$ cat src/rtl/core/lzwcd_stack_ram.sv
// Reversal stack memory for the bytes met while walking a prefix chain.
`timescale 1ns / 1ps

module lzwcd_stack_ram #(
   parameter int DEPTH = 256,
   parameter int AW    = 8
) (
   input  logic          clock,
   input  logic          wr_en,
   input  logic [AW-1:0] wr_addr,
   input  logic [7:0]    wr_data,
   input  logic [AW-1:0] rd_addr,
   output logic [7:0]    rd_data
);

   logic [7:0] mem [DEPTH];
   logic [7:0] rd_data_ff;

   always_ff @(posedge clock) begin
      if (wr_en) begin
         mem[wr_addr] <= wr_data;
      end
      rd_data_ff <= mem[rd_addr];
   end

   assign rd_data = rd_data_ff;

endmodule

$ cat config.mk
export PLATFORM = sky130hd
export DESIGN_NAME = lzwcd_stack_ram
export DESIGN_NICKNAME = d
export VERILOG_FILES = /design/src/rtl/core/lzwcd_stack_ram.sv
export SDC_FILE = /design/constraint.sdc
export NUM_CORES = 2
export LEC_CHECK = 0
export ABC_AREA = 1
export BUFFER_PORTS_ARGS = -buffer_cell sky130_fd_sc_hd__clkbuf_2
export CAP_MARGIN = 10
export CORE_UTILIZATION = 55
export DETAILED_ROUTE_END_ITERATION = 10
export PLACE_DENSITY = 0.71
export SYNTH_ARGS = -nofsm -noshare
export SYNTH_HDL_FRONTEND = slang
export SYNTH_SLANG_ARGS = --single-unit
$ cat constraint.sdc
create_clock -name clock -period 3.1 [get_ports clock]
set_input_delay 0.775 -clock clock [delete_from_list [all_inputs] [get_ports clock]]
set_output_delay 0.775 -clock clock [all_outputs]
set_load 0.02 [all_outputs]
==> results.cfg <==
[outcome]
outcome = finished clean

[power]
p_sw_mw = 13.0
leakage_nw = 34.0
seq_power_share = 0.529
pwr-share-comb = 0.066
p_clk_frac = 0.405
irDropWorstVdd_v = 0.000686
design_power_total_mw = 58.0
p_int_mw = 45.1
swShare = 0.223
power.density_nw_per_um2 = 608

[clock_network]
cts_hold_buffers = 0
clk_pin_slew_ns = 0.06
cts_root_buf = clkbuf_16
cts_resized = 0
post_cts_buffers = 0
cts_tree = built
cts.sinks = 2056
numCtsBuffers = 198
h-tree-depth = 4
clk_latency_ns = 0.84
cts_max_path_buffers = 3

[synthesis]
synth_area_um2 = 83400
synth_fp_nets = 7029
yosysWarnings = 0
synth.distinct_cells = 14
syn_area_per_cell_um2 = 11.9
synth_top_area_cell = edfxtp_1
synth.area.top_cells = edfxtp_1, nand3_1, nand2_1
synth-seq-cells = 2056
yosys.area.top_type_share = 0.737
ys_seq_area_frac = 0.739
synthCells = 7003

[critical_path]
critical_path_arrival_ns = 3.33
cp_data_required_time_ns = 3.82
cp-start-kind = input port
critPathMaxFanout = 30
crit_path_end_kind = register
critPathKind = input port to register

[floorplanning]
fp.coreArea_um2 = 150000
rows = 142
die_w_um = 391
ios = 34
start_util = 0.555
die_area_um2 = 153000
die_y_um = 391

[global_route]
grt_remaining_overflow = 0
grt_pass1_wl_um = 340000
grt_use_total = 0.300
grt_max_degree = 131
grt_pass1_vias = 54236
antenna_found_initial = 5

[detailed_routing]
routedWlPerCell_um = 24.2
vias = 57043
via_per_inst = 6.02
drcViolationCount = 0
drt_wl_total_um = 229000
drtAntennaViolNets = 0
drt-initial-drc-count = 7374
drt_first_pass_iters = 6

[sta]
fin_skew_ns = 0.0384
fin_crit_ns = 2.62
slew_violations = 0
worst_pin_slew_ns = 0.931
hold_viol_final = 0
setup_viol = 0
rsz0062_at_grt = false
relSlewSlack = 0.379
fin_crit_sh = 0.844
max_freq_mhz = 382

[final_layout]
nets = 7315
finalInstanceArea_um2 = 95500
syn_to_final_growth_pct = 14.5
layout_commonest_cell = nand2_1
final_cell_mix = nand2_1, edfxtp_1, nand3_1
fill_cells = 10944
drive_gt1_frac = 0.113

[min_path]
hold_class = input port to register

[placement]
gp_congestion = 0.914
hpwl_um = 140000
io_buffers = 33
postPlaceCellArea_um2 = 89200

[job]
drv_cap = 0
[sequential cells by signal, indices dropped and copies added, names as in the netlist]
signal	flops
mem	2048
rd_data	8
[synthesized netlist by cell type]
cell         n
clkbuf_1   112
buf_4       46
nand3_1   2019
inv_1       36
nand2_1   2123
inv_4        1
buf_6       16
buf_2      268
buf_8        1
nor2_1     283
edfxtp_1  2048
inv_2        2
dfxtp_1      8
buf_1       40
[worst paths after layout]
kind	startpoint	end	slack, ns	cells after the start
min	wr_data[2]	mem[117][2]	0.26	1
max	rd_addr[1]	rd_data[7]	0.48	14
min reg2reg	mem[188][2]	rd_data[2]	1.02	10
max reg2reg	mem[71][6]	rd_data[6]	1.09	10
[area by class of cell]
| class | instances | area (µm²) | share of cell area |
|---|---|---|---|
| Sequential cell | 2056 | 61700 | 0.646 |
| Multi-Input combinational cell | 4425 | 19100 | 0.200 |
| Timing Repair Buffer | 569 | 5720 | 0.0598 |
| Clock buffer | 245 | 5240 | 0.0548 |
| Tap cell | 2016 | 2520 | 0.0264 |
| Clock inverter | 112 | 1020 | 0.0107 |
| Inverter | 39 | 180 | 0.00189 |
| Antenna cell | 12 | 30.0 | 0.000314 |
[through the flow]
| step | setup slack, ns | utilization | std cells | TNS [ns] | hold slack [ns] |
|---|---|---|---|---|---|
| 2_1_floorplan | 0.834 | - | 7003 | 0 | 0.835 |
| 4_1_cts | 0.596 | 0.636 | 9462 | 0 | 0.221 |
| 5_1_grt | 0.413 | 0.636 | 9462 | 0 | 0.250 |
| 3_5_place_dp | -0.236 | 0.594 | 9105 | -1.09 | 1.00 |
| 3_3_place_gp | -0.272 | 0.594 | 9105 | -1.07 | 1.00 |
| 6_report | 0.485 | 0.636 | 9474 | 0 | 0.261 |
[critical path: stages]
cell and delay (ns):
buf_8 0.12, inv_8 0.19, buf_12 0.28, buf_12 0.21
buf_12 0.19, nand3_1 0.10, nand3_1 0.17, nand3_1 0.10
nand3_1 0.15, nand3_1 0.45, nand3_1 0.24, nand2_1 0.11
nand2_1 0.08, nand2_1 0.06
[cell families (layout without fill, tap and decap cells)]
logic type / Yosys count / after routing / synth area share
buffers and inverters: 522 / 965 / 0.0312
flip-flops: 2056 / 2056 / 0.739
other: 0 / 12 / 0
AND/OR/NAND/NOR: 4425 / 4425 / 0.229
[metal layers]
| layer | global-route usage | wire length, µm | up-vias |
|---|---|---|---|
| li1 | - | - | 25449 |
| met1 | 0.411 | 86700 | 27780 |
| met2 | 0.466 | 106000 | 3323 |
| met3 | 0.0726 | 27700 | 491 |
| met4 | 0.114 | 8470 | 0 |
| met5 | 0 | 0 | - |
[power by group through the flow]
| stage | Clock, mW | Combinational [mW] | Sequential, mW |
|---|---|---|---|
| 6_report | 23.5 | 3.84 | 30.7 |
| 5_1_grt | 24.6 | 4.08 | 30.7 |
| 4_1_cts | 23.7 | 3.78 | 30.7 |
| 3_5_place_dp | 0 | 3.76 | 31.3 |
| 3_3_place_gp | 0 | 3.70 | 31.3 |
| 2_1_floorplan | 0 | 1.89 | 31.3 |
No activity file was read; power rests on OpenSTA's default activity.
